<file path="config.mk">
export PLATFORM = sky130hd
export DESIGN_NAME = first_fit_block_allocator_core
export DESIGN_NICKNAME = d
export VERILOG_FILES = /design/src/ffba_pkg.sv /design/src/ffba_ram.sv /design/src/first_fit_block_allocator_core.sv
export SDC_FILE = /design/constraint.sdc
export NUM_CORES = 2
export LEC_CHECK = 0
export BUFFER_PORTS_ARGS = -buffer_cell sky130_fd_sc_hd__buf_2
export CORE_ASPECT_RATIO = 0.5
export CORE_MARGIN = 2
export CORE_UTILIZATION = 40
export CTS_BUF_LIST = sky130_fd_sc_hd__clkbuf_4
export DETAILED_ROUTE_END_ITERATION = 10
export GPL_TIMING_DRIVEN = 0
export PLACE_DENSITY = 0.68
export SYNTH_ARGS = -nofsm -noshare
export SYNTH_HDL_FRONTEND = slang
export SYNTH_MEMORY_MAX_BITS = 65536
export SYNTH_SLANG_ARGS = --single-unit
</file>
<file path="constraint.sdc">
create_clock -name clk -period 8.04 [get_ports clk]
set_clock_uncertainty 0.05 [all_clocks]
set_input_delay 2.412 -clock clk [delete_from_list [all_inputs] [get_ports clk]]
set_output_delay 2.412 -clock clk [all_outputs]
set_load 0.05 [all_outputs]
</file>
<file path="src/ffba_pkg.sv">
`default_nettype none

package ffba_pkg;

	// Table geometry and block layout.
	localparam int unsigned MAX_BLOCKS   = 64;
	localparam int unsigned HEADER_BYTES = 8;
	localparam int unsigned PAD_BYTES    = 4;

	localparam int unsigned IDX_W = $clog2(MAX_BLOCKS);
	localparam int unsigned CNT_W = $clog2(MAX_BLOCKS + 1);

	// One table entry in the block RAM: used mark, then header address, then payload length.
	localparam int unsigned ENTRY_W = 65;

	localparam logic [31:0] HEAP_START_RST = 32'h0010_0000;
	localparam logic [31:0] HEAP_LIMIT_RST = 32'h003E_0000;

	localparam logic [31:0] HEADER_W32 = 32'(HEADER_BYTES);
	localparam logic [31:0] EXTRA_W32  = 32'(HEADER_BYTES + PAD_BYTES);
	localparam logic [33:0] EXTRA_W34  = 34'(HEADER_BYTES + PAD_BYTES);

	typedef enum logic {
		OP_ALLOC = 1'b0,
		OP_FREE  = 1'b1
	} op_t;

	typedef enum logic [2:0] {
		ST_NEW     = 3'd0,
		ST_REUSED  = 3'd1,
		ST_FREED   = 3'd2,
		ST_IGNORED = 3'd3,
		ST_NOMEM   = 3'd4
	} status_t;

	typedef enum logic {
		REG_HEAP_START = 1'b0,
		REG_HEAP_LIMIT = 1'b1
	} reg_idx_t;

	typedef enum logic [2:0] {
		S_IDLE   = 3'b001,
		S_SCAN   = 3'b010,
		S_DECIDE = 3'b100
	} state_t;

endpackage

`default_nettype wire

</file>
<file path="src/ffba_ram.sv">
`default_nettype none

// Simple dual-port RAM with one write port and a registered read port.
module ffba_ram #(
	parameter int unsigned WIDTH = 64,
	parameter int unsigned DEPTH = 64
) (
	input  wire logic                     clk,
	input  wire logic                     we,
	input  wire logic [$clog2(DEPTH)-1:0] waddr,
	input  wire logic [WIDTH-1:0]         wdata,
	input  wire logic                     re,
	input  wire logic [$clog2(DEPTH)-1:0] raddr,
	output logic      [WIDTH-1:0]         rdata
);

	logic [WIDTH-1:0] mem_q [DEPTH];

	always_ff @(posedge clk) begin
		if (we) begin
			mem_q[waddr] <= wdata;
		end
		if (re) begin
			rdata <= mem_q[raddr];
		end
	end

endmodule

`default_nettype wire

</file>
<file path="src/first_fit_block_allocator_core.sv">
`default_nettype none

// A zero-size allocation or a null free is answered straight from idle; with an empty table
// the request goes straight to the decide state; otherwise the scan reads one table entry
// per cycle until a hit or the last entry, then goes to the decide state, which strobes done.
// One request is in flight at a time and the next is taken while the result strobes, so a
// request occupies the block until its result strobes; the receiver cannot stall the result.
// Reset (arst_n low) empties the table, restores both heap registers and clears the count.
module first_fit_block_allocator_core (
	input  wire logic        clk,
	input  wire logic        arst_n,
	// Request channel.
	input  wire logic        start,
	output logic             busy,
	input  wire logic        operation,
	input  wire logic [31:0] request_size,
	input  wire logic [31:0] payload_address,
	// Result channel: one strobe per request, no back pressure.
	output logic             done,
	output logic [2:0]       status,
	output logic [31:0]      result_address,
	output logic [31:0]      bytes_in_use,
	// Configuration write channel.
	input  wire logic        cfg_valid,
	output logic             cfg_ready,
	input  wire logic        cfg_index,
	input  wire logic [31:0] cfg_data
);

	localparam int unsigned IDX_W = ffba_pkg::IDX_W;
	localparam int unsigned CNT_W = ffba_pkg::CNT_W;

	// Configuration registers.
	logic [31:0] heap_start_q;
	logic [31:0] heap_limit_q;

	// Allocator state that is not in the block RAM.
	logic [CNT_W-1:0] block_count_q;
	logic [31:0]      bump_q;
	logic [31:0]      charged_q;

	ffba_pkg::state_t state_q;

	// The request being served.
	logic [31:0] req_size_q;
	logic [31:0] req_addr_q;
	logic        req_op_q;

	// Scan read pointer and the compare stage that sees the RAM data.
	logic [IDX_W-1:0] rd_idx_q;
	logic             issue_more_q;
	logic             vld_s1;
	logic [IDX_W-1:0] idx_s1;

	// What the scan found.
	logic             hit_q;
	logic [IDX_W-1:0] hit_idx_q;
	logic [31:0]      hit_start_q;
	logic [31:0]      hit_len_q;
	logic             hit_used_q;

	// Result registers.
	logic        done_q;
	logic [2:0]  status_q;
	logic [31:0] result_addr_q;
	logic [31:0] bytes_q;

	// Block RAM ports.
	logic                          ram_we;
	logic [IDX_W-1:0]              ram_waddr;
	logic [ffba_pkg::ENTRY_W-1:0]  ram_wdata;
	logic                          ram_re;
	logic [ffba_pkg::ENTRY_W-1:0]  ram_rdata;

	logic        accept;
	logic        trivial_ignore;
	logic        cfg_write;
	logic        scan_used;
	logic [31:0] scan_start;
	logic [31:0] scan_len;
	logic        alloc_match;
	logic        free_match;
	logic        scan_hit;
	logic        scan_last;
	logic [33:0] end_sum;
	logic        table_full;
	logic        no_room;
	logic        new_ok;
	logic        append;

	assign busy      = (state_q != ffba_pkg::S_IDLE);
	assign accept    = start && !busy;
	// Register writes wait until no request is in flight.
	assign cfg_ready = !busy;
	assign cfg_write = cfg_valid && cfg_ready;

	// A zero-size allocation or a free of address zero never touches the table.
	assign trivial_ignore =
		((operation == ffba_pkg::OP_ALLOC) && (request_size == 32'd0)) ||
		((operation == ffba_pkg::OP_FREE) && (payload_address == 32'd0));

	// The scan issues one read per cycle; the compare stage runs in the cycle after each read.
	assign ram_re = (state_q == ffba_pkg::S_SCAN) && issue_more_q;

	assign scan_used   = ram_rdata[64];
	assign scan_start  = ram_rdata[63:32];
	assign scan_len    = ram_rdata[31:0];
	assign alloc_match = !scan_used && (scan_len >= req_size_q);
	assign free_match  = ((scan_start + ffba_pkg::HEADER_W32) == req_addr_q);
	assign scan_hit    = vld_s1 &&
		((req_op_q == ffba_pkg::OP_FREE) ? free_match : alloc_match);
	assign scan_last   = vld_s1 && (CNT_W'(idx_s1) == (block_count_q - 1'b1));

	// New-block check: the end address is formed two bits wider so it cannot wrap.
	assign end_sum    = {2'b00, bump_q} + {2'b00, req_size_q} + ffba_pkg::EXTRA_W34;
	assign table_full = (block_count_q == CNT_W'(ffba_pkg::MAX_BLOCKS));
	assign no_room    = (end_sum >= {2'b00, heap_limit_q});
	assign new_ok     = !table_full && !no_room;

	// An append writes the new entry at the current end of the table. A reuse or a free
	// writes the found entry back with its used mark changed. The scan of the next request
	// starts only after this write, so no access to the same entry can overlap.
	assign append    = (state_q == ffba_pkg::S_DECIDE) && (req_op_q == ffba_pkg::OP_ALLOC) &&
		!hit_q && new_ok;
	assign ram_we    = append || ((state_q == ffba_pkg::S_DECIDE) && hit_q &&
		((req_op_q == ffba_pkg::OP_ALLOC) || hit_used_q));
	assign ram_waddr = hit_q ? hit_idx_q : block_count_q[IDX_W-1:0];
	assign ram_wdata = hit_q ? {(req_op_q == ffba_pkg::OP_ALLOC), hit_start_q, hit_len_q} :
		{1'b1, bump_q, req_size_q};

	ffba_ram #(
		.WIDTH(ffba_pkg::ENTRY_W),
		.DEPTH(ffba_pkg::MAX_BLOCKS)
	) u_table (
		.clk  (clk),
		.we   (ram_we),
		.waddr(ram_waddr),
		.wdata(ram_wdata),
		.re   (ram_re),
		.raddr(rd_idx_q),
		.rdata(ram_rdata)
	);

	// Request and scan payload registers carry no reset.
	always_ff @(posedge clk) begin
		if (accept) begin
			req_op_q   <= operation;
			req_size_q <= request_size;
			req_addr_q <= payload_address;
		end
		idx_s1 <= rd_idx_q;
		if ((state_q == ffba_pkg::S_SCAN) && scan_hit) begin
			hit_idx_q   <= idx_s1;
			hit_start_q <= scan_start;
			hit_len_q   <= scan_len;
			hit_used_q  <= scan_used;
		end
	end

	always_ff @(posedge clk or negedge arst_n) begin
		if (!arst_n) begin
			state_q       <= ffba_pkg::S_IDLE;
			heap_start_q  <= ffba_pkg::HEAP_START_RST;
			heap_limit_q  <= ffba_pkg::HEAP_LIMIT_RST;
			block_count_q <= '0;
			bump_q        <= ffba_pkg::HEAP_START_RST;
			charged_q     <= '0;
			rd_idx_q      <= '0;
			issue_more_q  <= 1'b0;
			vld_s1        <= 1'b0;
			hit_q         <= 1'b0;
			done_q        <= 1'b0;
			status_q      <= ffba_pkg::ST_IGNORED;
			result_addr_q <= '0;
			bytes_q       <= '0;
		end else begin
			done_q <= 1'b0;
			vld_s1 <= ram_re;

			// Configuration is only written while no request is in flight.
			if (cfg_write) begin
				unique case (ffba_pkg::reg_idx_t'(cfg_index))
					ffba_pkg::REG_HEAP_START: begin
						heap_start_q <= cfg_data;
						if (block_count_q == '0) begin
							bump_q <= cfg_data;
						end
					end
					ffba_pkg::REG_HEAP_LIMIT: begin
						heap_limit_q <= cfg_data;
					end
					default: begin
					end
				endcase
			end

			unique case (state_q)
				ffba_pkg::S_IDLE: begin
					if (accept) begin
						hit_q    <= 1'b0;
						rd_idx_q <= '0;
						if (trivial_ignore) begin
							// Answered right away; the table is not consulted.
							done_q        <= 1'b1;
							status_q      <= ffba_pkg::ST_IGNORED;
							result_addr_q <= '0;
							bytes_q       <= charged_q;
						end else if (block_count_q == '0) begin
							state_q <= ffba_pkg::S_DECIDE;
						end else begin
							issue_more_q <= 1'b1;
							state_q      <= ffba_pkg::S_SCAN;
						end
					end
				end
				ffba_pkg::S_SCAN: begin
					if (ram_re) begin
						if (CNT_W'(rd_idx_q) == (block_count_q - 1'b1)) begin
							issue_more_q <= 1'b0;
						end else begin
							rd_idx_q <= rd_idx_q + 1'b1;
						end
					end
					// The first matching entry wins; the rest of the scan is dropped.
					if (scan_hit) begin
						hit_q        <= 1'b1;
						issue_more_q <= 1'b0;
						state_q      <= ffba_pkg::S_DECIDE;
					end else if (scan_last) begin
						state_q <= ffba_pkg::S_DECIDE;
					end
				end
				ffba_pkg::S_DECIDE: begin
					done_q        <= 1'b1;
					result_addr_q <= '0;
					state_q       <= ffba_pkg::S_IDLE;
					if (req_op_q == ffba_pkg::OP_ALLOC) begin
						if (hit_q) begin
							// Reuse charges the whole block, never a split part.
							charged_q     <= charged_q + hit_len_q + ffba_pkg::EXTRA_W32;
							bytes_q       <= charged_q + hit_len_q + ffba_pkg::EXTRA_W32;
							result_addr_q <= hit_start_q + ffba_pkg::HEADER_W32;
							status_q      <= ffba_pkg::ST_REUSED;
						end else if (new_ok) begin
							block_count_q <= block_count_q + 1'b1;
							bump_q        <= end_sum[31:0];
							charged_q     <= charged_q + req_size_q + ffba_pkg::EXTRA_W32;
							bytes_q       <= charged_q + req_size_q + ffba_pkg::EXTRA_W32;
							result_addr_q <= bump_q + ffba_pkg::HEADER_W32;
							status_q      <= ffba_pkg::ST_NEW;
						end else begin
							bytes_q  <= charged_q;
							status_q <= ffba_pkg::ST_NOMEM;
						end
					end else begin
						// A free of a block that is already free is ignored.
						if (hit_q && hit_used_q) begin
							charged_q <= charged_q - (hit_len_q + ffba_pkg::EXTRA_W32);
							bytes_q   <= charged_q - (hit_len_q + ffba_pkg::EXTRA_W32);
							status_q  <= ffba_pkg::ST_FREED;
						end else begin
							bytes_q  <= charged_q;
							status_q <= ffba_pkg::ST_IGNORED;
						end
					end
				end
				default: begin
					state_q <= ffba_pkg::S_IDLE;
				end
			endcase
		end
	end

	assign done           = done_q;
	assign status         = status_q;
	assign result_address = result_addr_q;
	assign bytes_in_use   = bytes_q;

`ifndef SYNTHESIS
	// A result only follows a decision or an immediate ignore.
	a_done_source: assert property (@(posedge clk) disable iff (!arst_n)
		done_q |-> ($past(state_q) == ffba_pkg::S_DECIDE) || $past(accept))
		else $error("result strobe without a finished request");

	// Only granted blocks report a payload address.
	a_addr_zero: assert property (@(posedge clk) disable iff (!arst_n)
		done_q && (status_q != ffba_pkg::ST_NEW) && (status_q != ffba_pkg::ST_REUSED)
		|-> (result_addr_q == '0))
		else $error("nonzero address on a request that granted nothing");

	// Every append grows the table by exactly one entry.
	a_append_count: assert property (@(posedge clk) disable iff (!arst_n)
		append |=> (block_count_q == $past(block_count_q) + 1'b1))
		else $error("table append without count increment");

	// The compare stage never looks past the valid part of the table.
	a_scan_bound: assert property (@(posedge clk) disable iff (!arst_n)
		vld_s1 |-> (CNT_W'(idx_s1) < block_count_q))
		else $error("scan read beyond the table end");

	a_count_bound: assert property (@(posedge clk) disable iff (!arst_n)
		block_count_q <= CNT_W'(ffba_pkg::MAX_BLOCKS))
		else $error("block count above table depth");
`endif

endmodule

`default_nettype wire
</file>
After elaboration in Yosys (flattened, before gate mapping)

Memories as Yosys holds them, arrays and structs flattened. A register that Yosys moved wholly into a read port is not among the register bits.
Index checks and enable logic that the tools add are counted.

Register bits: 325
Logic and storage cells: 150
Output and inout port bits: 70
Memories kept: 1
RAM bits: 4160
Bits in read-only memories: 0
Latch bits: 0

Reduce and logical (&&, ||, !) cells: 36
Magnitude comparators: 2
Multiplexer cells: 55
Shift operators: 0
$add $sub $neg: 14
Multiply operators: 0
Divide/modulo/power cells: 0
Bitwise gates (word level): 3
Equality and inequality tests: 18

Memory list:

| memory        | words | bits a word | rd ports | clocked after Yosys merged registers in | wr ports | RTL line       | source |
|---|---|---|---|---|---|---|---|
| u_table.mem_q | 64    | 65          | 1        | 1                                       | 1        | ffba_ram.sv:17 | `logic [WIDTH-1:0] mem_q [DEPTH];` |

Operators by type and width:

| operator                | count |
|---|---|
| $mux W32                | 18 |
| $add A32 B4 Y32 const B | 6 |
| $pmux W32 S2            | 2 |
| $mux W65                | 1 |
| $add A32 B32 Y32        | 2 |
| $logic_not A32 Y1       | 2 |
| $add A33 B4 Y34 const B | 1 |
| $ge A34 B32 Y1          | 1 |
| $add A32 B32 Y33        | 1 |
| $eq A32 B32 Y1          | 1 |
| $ge A32 B32 Y1          | 1 |
| $sub A32 B32 Y32        | 1 |
| $mux W3                 | 10 |
| $mux W6                 | 4 |
| $logic_and A1 B1 Y1     | 16 |
| $eq A6 B7 Y1            | 2 |
| $mux W1                 | 14 |
| $ne A2 B2 Y1 const B    | 7 |
| $pmux W3 S2             | 2 |
| $pmux W6 S2             | 1 |
| $reduce_and A3 Y1       | 3 |
| $reduce_and A4 Y1       | 2 |
| $add A7 B1 Y7 const B   | 1 |
| $eq A7 B7 Y1 const B    | 1 |
| other kinds (16)        | 28 |

Logic depth before layout (Yosys ltp)

Word-level depth: 9
Mapped depth: 25
Mapped depth without buffers: 22

Modules after synthesis

Synthesis repeated with hierarchy kept, for this count alone.

Cell total of the unflattened synthesis: 9405
Area total of the unflattened synthesis: 184494.4 um^2

Modules (own cells, without submodules):

| module                         | seq. area each (um^2) | instances | area each (um^2) | cells an instance |
|---|---|---|---|---|
| ffba_ram                       | 126871.7              | 1         | 158981.2         | 6606 |
| first_fit_block_allocator_core | 8794.7                | 1         | 25513.2          | 2799 |

Worst setup path after synthesis

No wires, ideal clock.

Path kind: flip-flop to flip-flop
Start point: reg req_size_q[1]
End point: mem u_table.mem_q[0][0] (netlist name), enable pin
Setup slack: 0.093 ns
Stages on the path, launching flop included: 24
Arrival time: 7.408 ns
Path buffers: 1
Library setup time: 0.489 ns
Cells stage by stage: edfxtp_1 > ha_1 > ha_1 > inv_1 > fa_1 > nand2b_1 > a21oi_1 > o2111ai_1 > a211o_1 > a21oi_1 > a21o_1 > a21oi_1 > xnor2_1 > ha_1 > a21o_1 > a21o_1 > a21oi_1 > o221ai_1 > a221oi_2 > nand3b_1 > o21bai_2 > buf_2 > nand3_1 > nor2_1

Word-level cells in the longest chain between the ends: 9

Ends and longest elaborated chain:

| item                          | RTL line                              | source |
|---|---|---|
| from (decl)                   | first_fit_block_allocator_core.sv:45  | `logic [31:0] req_size_q;` |
| from (signal assigned)        | first_fit_block_allocator_core.sv:148 | `req_size_q <= request_size;` |
| $add A32 B32 Y33              | first_fit_block_allocator_core.sv:115 | `assign end_sum = {2'b00, bump_q} + {2'b00, req_size_q} + ffba_pkg::EXTRA_W34;` |
| $add A33 B4 Y34               | first_fit_block_allocator_core.sv:115 |  |
| $ge A34 B32 Y1                | first_fit_block_allocator_core.sv:117 | `assign no_room = (end_sum >= {2'b00, heap_limit_q});` |
| $logic_not A1 Y1              | first_fit_block_allocator_core.sv:118 | `assign new_ok = !table_full && !no_room;` |
| $logic_and A1 B1 Y1           | first_fit_block_allocator_core.sv:118 |  |
| $logic_and A1 B1 Y1           | first_fit_block_allocator_core.sv:124 | `!hit_q && new_ok;` |
| $logic_or A1 B1 Y1            | first_fit_block_allocator_core.sv:125 | `assign ram_we = append \|\| ((state_q == ffba_pkg::S_DECIDE) && hit_q &&` |
| $mux W1                       | ffba_ram.sv:20                        | `if (we) begin` |
| $mux W1 (implied by the code) | ffba_ram.sv:21                        | `mem_q[waddr] <= wdata;` |
| to (decl)                     | ffba_ram.sv:17                        |  |

No other way between the ends.

Final worst setup path

Start point: reg req_size_q[1]
End point: mem u_table.mem_q[59][21] (netlist name), enable pin

The elaborated chain is that of the path after synthesis.

==> impl_results.md <==
- Sw Pwr: approximately 24000 uW
- H-Tree Depth: 7
- Max VDD drop: 0.271 mV
- Global placer's final weighted congestion: 0.947
- Fmax: between 100 and 150 MHz
- DP HPWL: between 300000 and 400000 microns
- Levels on crit path: 27
- Global-route wire length before repair: a little under 800000 microns
- Chip width: approximately 970 microns
- CP startpoint kind: register
- R2r setup slk: between 0.2 and 0.3 ns
- Post-Place Worst Slack: -1.33 ns
- Worst setup margin: ~0.27 ns
- Syn_area_per_cell: approximately 21 sq um
- Failing checks: capacitance limit, slew limit
- Port Buf Inserts: roughly 170
- Leakage: 0.0696 uW
- Initial core utilization: between 40% and 50%
- Number of nets with antenna violations after routing: 0
- Number of flops mapped to enable cells by yosys: ~4400
- Unrepaired setup endpoints after global routing: no
- Total gr overflow: 0
- PwrDens: roughly 330 mW/mm^2
- Tot GR Track Use: between 20% and 30%
- Chip height: roughly 480 microns
- CP arrival: between 8 and 9 ns
- Worst hold slack: approximately 0.38 ns
- Worst-Skew Late Latency: 1.53 ns
- Final setup fails: 0
- Synth warn: 0
- Distinct cell type count after synthesis: around 110
- WP data required: approximately 9.1 ns
- Post-CTS Hold Fix Bufs: 0
- Sum Neg Setup Slack: 0 ns
- Detailed-route DRC error count: 0
- #FFs+latches synth: about 4600
- Last element of the critical path: u_table.mem_q[59][21]
- Worst setup EP type: register
- Tmin final: between 7 and 8 ns
- R2R Path End: u_table.mem_q[59][21]
- Max-slew violation count: 17
- Post-Syn Nets: 9101
- Critical Path Max Stage Delay: ~0.60 ns
- Synth Flop Type: edfxtp_1
- Final Power: ~71000 uW
- Layout area overhead: 16.6%
- Worst Setup SP: req_size_q[1]
- Final period utilization: a little over nine tenths
- Sequential area share after synthesis: approximately three quarters
- Critical path class: reg2reg
- Reg clk slew, reported paths: ~0.10 ns
- Combinational Power Share: between 30% and 40%
- Total number of vias: ~100k
- Share of power burned in the clock network: between 20% and 30%
- Slew @ Worst Pin: between 1.5 and 2 ns
- Synth async-reset ratio: 4.02%
- Post-Syn Instances: between 8000 and 9000
- Max_slew headroom: -10.6%
- Ports: around 170
- CP bufs+invs: 6
- Largest delay share family, worst path: compound AO/OA/AOI/OAI gates
- CTS Buf Count: 1077
- TritonRoute pass-1 iters: 6
- Die footprint: 0.468 sq mm
- Crit-path slowest cell: edfxtp_1
- Reg-to-Reg Start: req_size_q[1]
- Share of layout cells above drive strength 1: a little over a third
- Vias in the first global route: 102000
- DP Area: 0.200 sq mm
- Clk sinks: about 4600
- Final nets: 10800
- Final Instance Area: about 0.22 sq mm
- Netlist Area Pre-Place: 0.185 sq mm
- Post-Route WL: about 570000 microns
- Hold Crit Class: reg2reg
- Initial antenna violation count: 82
- CTS max path bufs: 4
- Placeable Area: 0.460 sq mm
- Seq pwr share: a little over two fifths
- Status: complete, but fails checks
- CTS tree: yes
- Max cap viols: 2
- Reg2reg path depth: 27
- Hold Fails Final Rpt: 0
- Largest net degree at the start of global routing: 98
- Cell row count: around 180
- Via-to-Cell Ratio: between 6 and 7
- Sw frac: about a third
- Total internal power: between 40000 and 50000 uW
- Root Buffer: clkbuf_4
- Max Fanout on Critical Path: 20
- Routed WL per cell: around 33 microns
- Initial DRC count: between 15000 and 20000
cells in the mapped netlist (9+ instances only):
master    count  area, sq um
edfxtp_1   4361       131000
a211oi_1     26          195
dfrtp_1     174         4350
a221oi_1     13          114
inv_1       202          758
nand4_1      43          269
nand2_1     238          893
o21a_1       28          210
o21ai_0     193          966
o21bai_1     14          105
nand3_1      84          420
a211o_1      10         87.6
mux2_2       74          833
o22ai_1      17          106
dfstp_2       9          236
nor2_1      190          713
nor2b_1      13         81.3
nor3_1       35          175
mux2i_1      39          390
a21oi_1     157          786
a31oi_1      25          156
o31ai_1      18          135
and2_1       25          156
xnor2_1     121         1060
buf_1        47          176
mux4_2     1365        30700
o211ai_1     19          143
and4_1       16          140
buf_2        57          285
clkbuf_1    275         1030
and3_1       37          231
nand2b_1     19          119
ha_1        316         3950
nor4_1       23          144
a22oi_1      39          293
xor2_1       85          744
o221ai_1     11         96.3
a21o_1       71          533
how the worst min path moves through the flow:
stage                     cells past startpoint  slack, ns        startpoint           end
after floorplan                               0       0.30       rd_idx_q[4]     idx_s1[4]
after detailed placement                      0       0.35       rd_idx_q[1]     idx_s1[1]
after CTS                                     0       0.37  u_table.rdata[5]  hit_len_q[5]
after global placement                        0       0.35       rd_idx_q[4]     idx_s1[4]
after global routing                          0       0.39       rd_idx_q[1]     idx_s1[1]
final                                         0       0.38       rd_idx_q[1]     idx_s1[1]
timing repair:
item	4_1_cts	5_1_grt
setup endpoints to repair	4153	3338
hold endpoints to repair	0	0
pin swaps	58	2
resized for setup	9	10
buffers inserted	162	14
gates cloned	0	0
logic make-up (layout without fill, tap and decap cells):
| family | after synthesis | count (layout) | share of synthesized area [%] |
|---|---|---|---|
| buffers and inverters | 593 | 3045 | 1.27 |
| XOR/XNOR | 209 | 209 | 1.01 |
| other | 0 | 66 | 0 |
| flip-flops | 4550 | 4550 | 73.4 |
| AND/OR/NAND/NOR | 787 | 787 | 2.13 |
| adder cells (fa/ha/maj) | 320 | 320 | 2.18 |
| AO/OA/AOI/OAI | 742 | 742 | 2.66 |
| multiplexers | 1478 | 1478 | 17.3 |
per-stage QoR:
stage | util [%] | std cells
6_report | 46.8 | 17300
5_1_grt | 46.8 | 17300
4_1_cts | 46.7 | 17300
3_5_place_dp | 43.4 | 15300
3_3_place_gp | 42.0 | 15000
2_1_floorplan | - | 8679
metal layers:
| metal | up-vias | global-route usage, % | wire (microns) |
|---|---|---|---|
| met5 | - | 0 | 155 |
| met4 | 24 | 11.4 | 30200 |
| met3 | 1396 | 8.70 | 84600 |
| met2 | 8163 | 34.8 | 250000 |
| met1 | 54000 | 31.4 | 204000 |
| li1 | 40600 | - | - |
cell type report:
| cell class | instances | area [sq um] |
|---|---|---|
| Tap cell | 6141 | 7680 |
| Clock inverter | 239 | 1710 |
| Sequential cell | 4550 | 136000 |
| Clock buffer | 1601 | 12000 |
| Timing Repair Buffer | 612 | 7930 |
| Antenna cell | 66 | 165 |
| Fill cell | 37600 | 244000 |
| Multi-Input combinational cell | 3536 | 47700 |
| Buffer | 391 | 1640 |
| Inverter | 202 | 761 |
power by group through the flow:
stage                     clock [uW]  combinational [uW]  sequential, uW
final                          19200               22100           30000
after global routing           20500               23300           30000
after detailed placement           0               21500           30500
after global placement             0               20500           30800
after CTS                      19300               21600           30000
after floorplan                    0               13400           30400
placed cells by master, fill, tap and decap left out, types with 28 or more instances in the layout:
| master | Yosys | routed |
|---|---|---|
| nor3_1 | 35 | 34 |
| buf_12 | 0 | 251 |
| buf_2 | 57 | 228 |
| diode_2 | 0 | 66 |
| a22oi_1 | 39 | 39 |
| buf_16 | 0 | 30 |
| xnor2_1 | 121 | 121 |
| clkbuf_1 | 275 | 241 |
| a21o_1 | 71 | 71 |
| ha_1 | 316 | 316 |
| edfxtp_1 | 4361 | 4361 |
| o21ai_4 | 0 | 33 |
| clkbuf_4 | 1 | 1602 |
| o21ai_0 | 193 | 160 |
| mux2i_1 | 39 | 39 |
| mux2_2 | 74 | 65 |
| clkinv_1 | 0 | 147 |
| nand2_1 | 238 | 237 |
| nor2_4 | 1 | 66 |
| bufinv_16 | 0 | 28 |
| o21a_1 | 28 | 28 |
| nand4_1 | 43 | 43 |
| inv_2 | 0 | 39 |
| and3_1 | 37 | 37 |
| clkbuf_2 | 1 | 35 |
| nor2_1 | 190 | 125 |
| mux4_2 | 1365 | 1365 |
| inv_1 | 202 | 201 |
| dfrtp_1 | 174 | 174 |
| buf_1 | 47 | 45 |
| a21oi_1 | 157 | 157 |
| nand3_1 | 84 | 76 |
| xor2_1 | 85 | 85 |
| buf_4 | 6 | 165 |
flip-flops by register name, summed over array words and instances, names as in the netlist, 6 cells and up:
register and flops:
block_count_q 7, bump_q 32, bytes_in_use 32, charged_q 32, heap_limit_q 32, hit_idx_q 6, hit_len_q 32, hit_start_q 32
idx_s1 6, rd_idx_q 6, req_addr_q 32, req_size_q 32, result_address 32, u_table.mem_q 4160, u_table.rdata 65
Note: power is estimated with default switching activity, not from simulation.
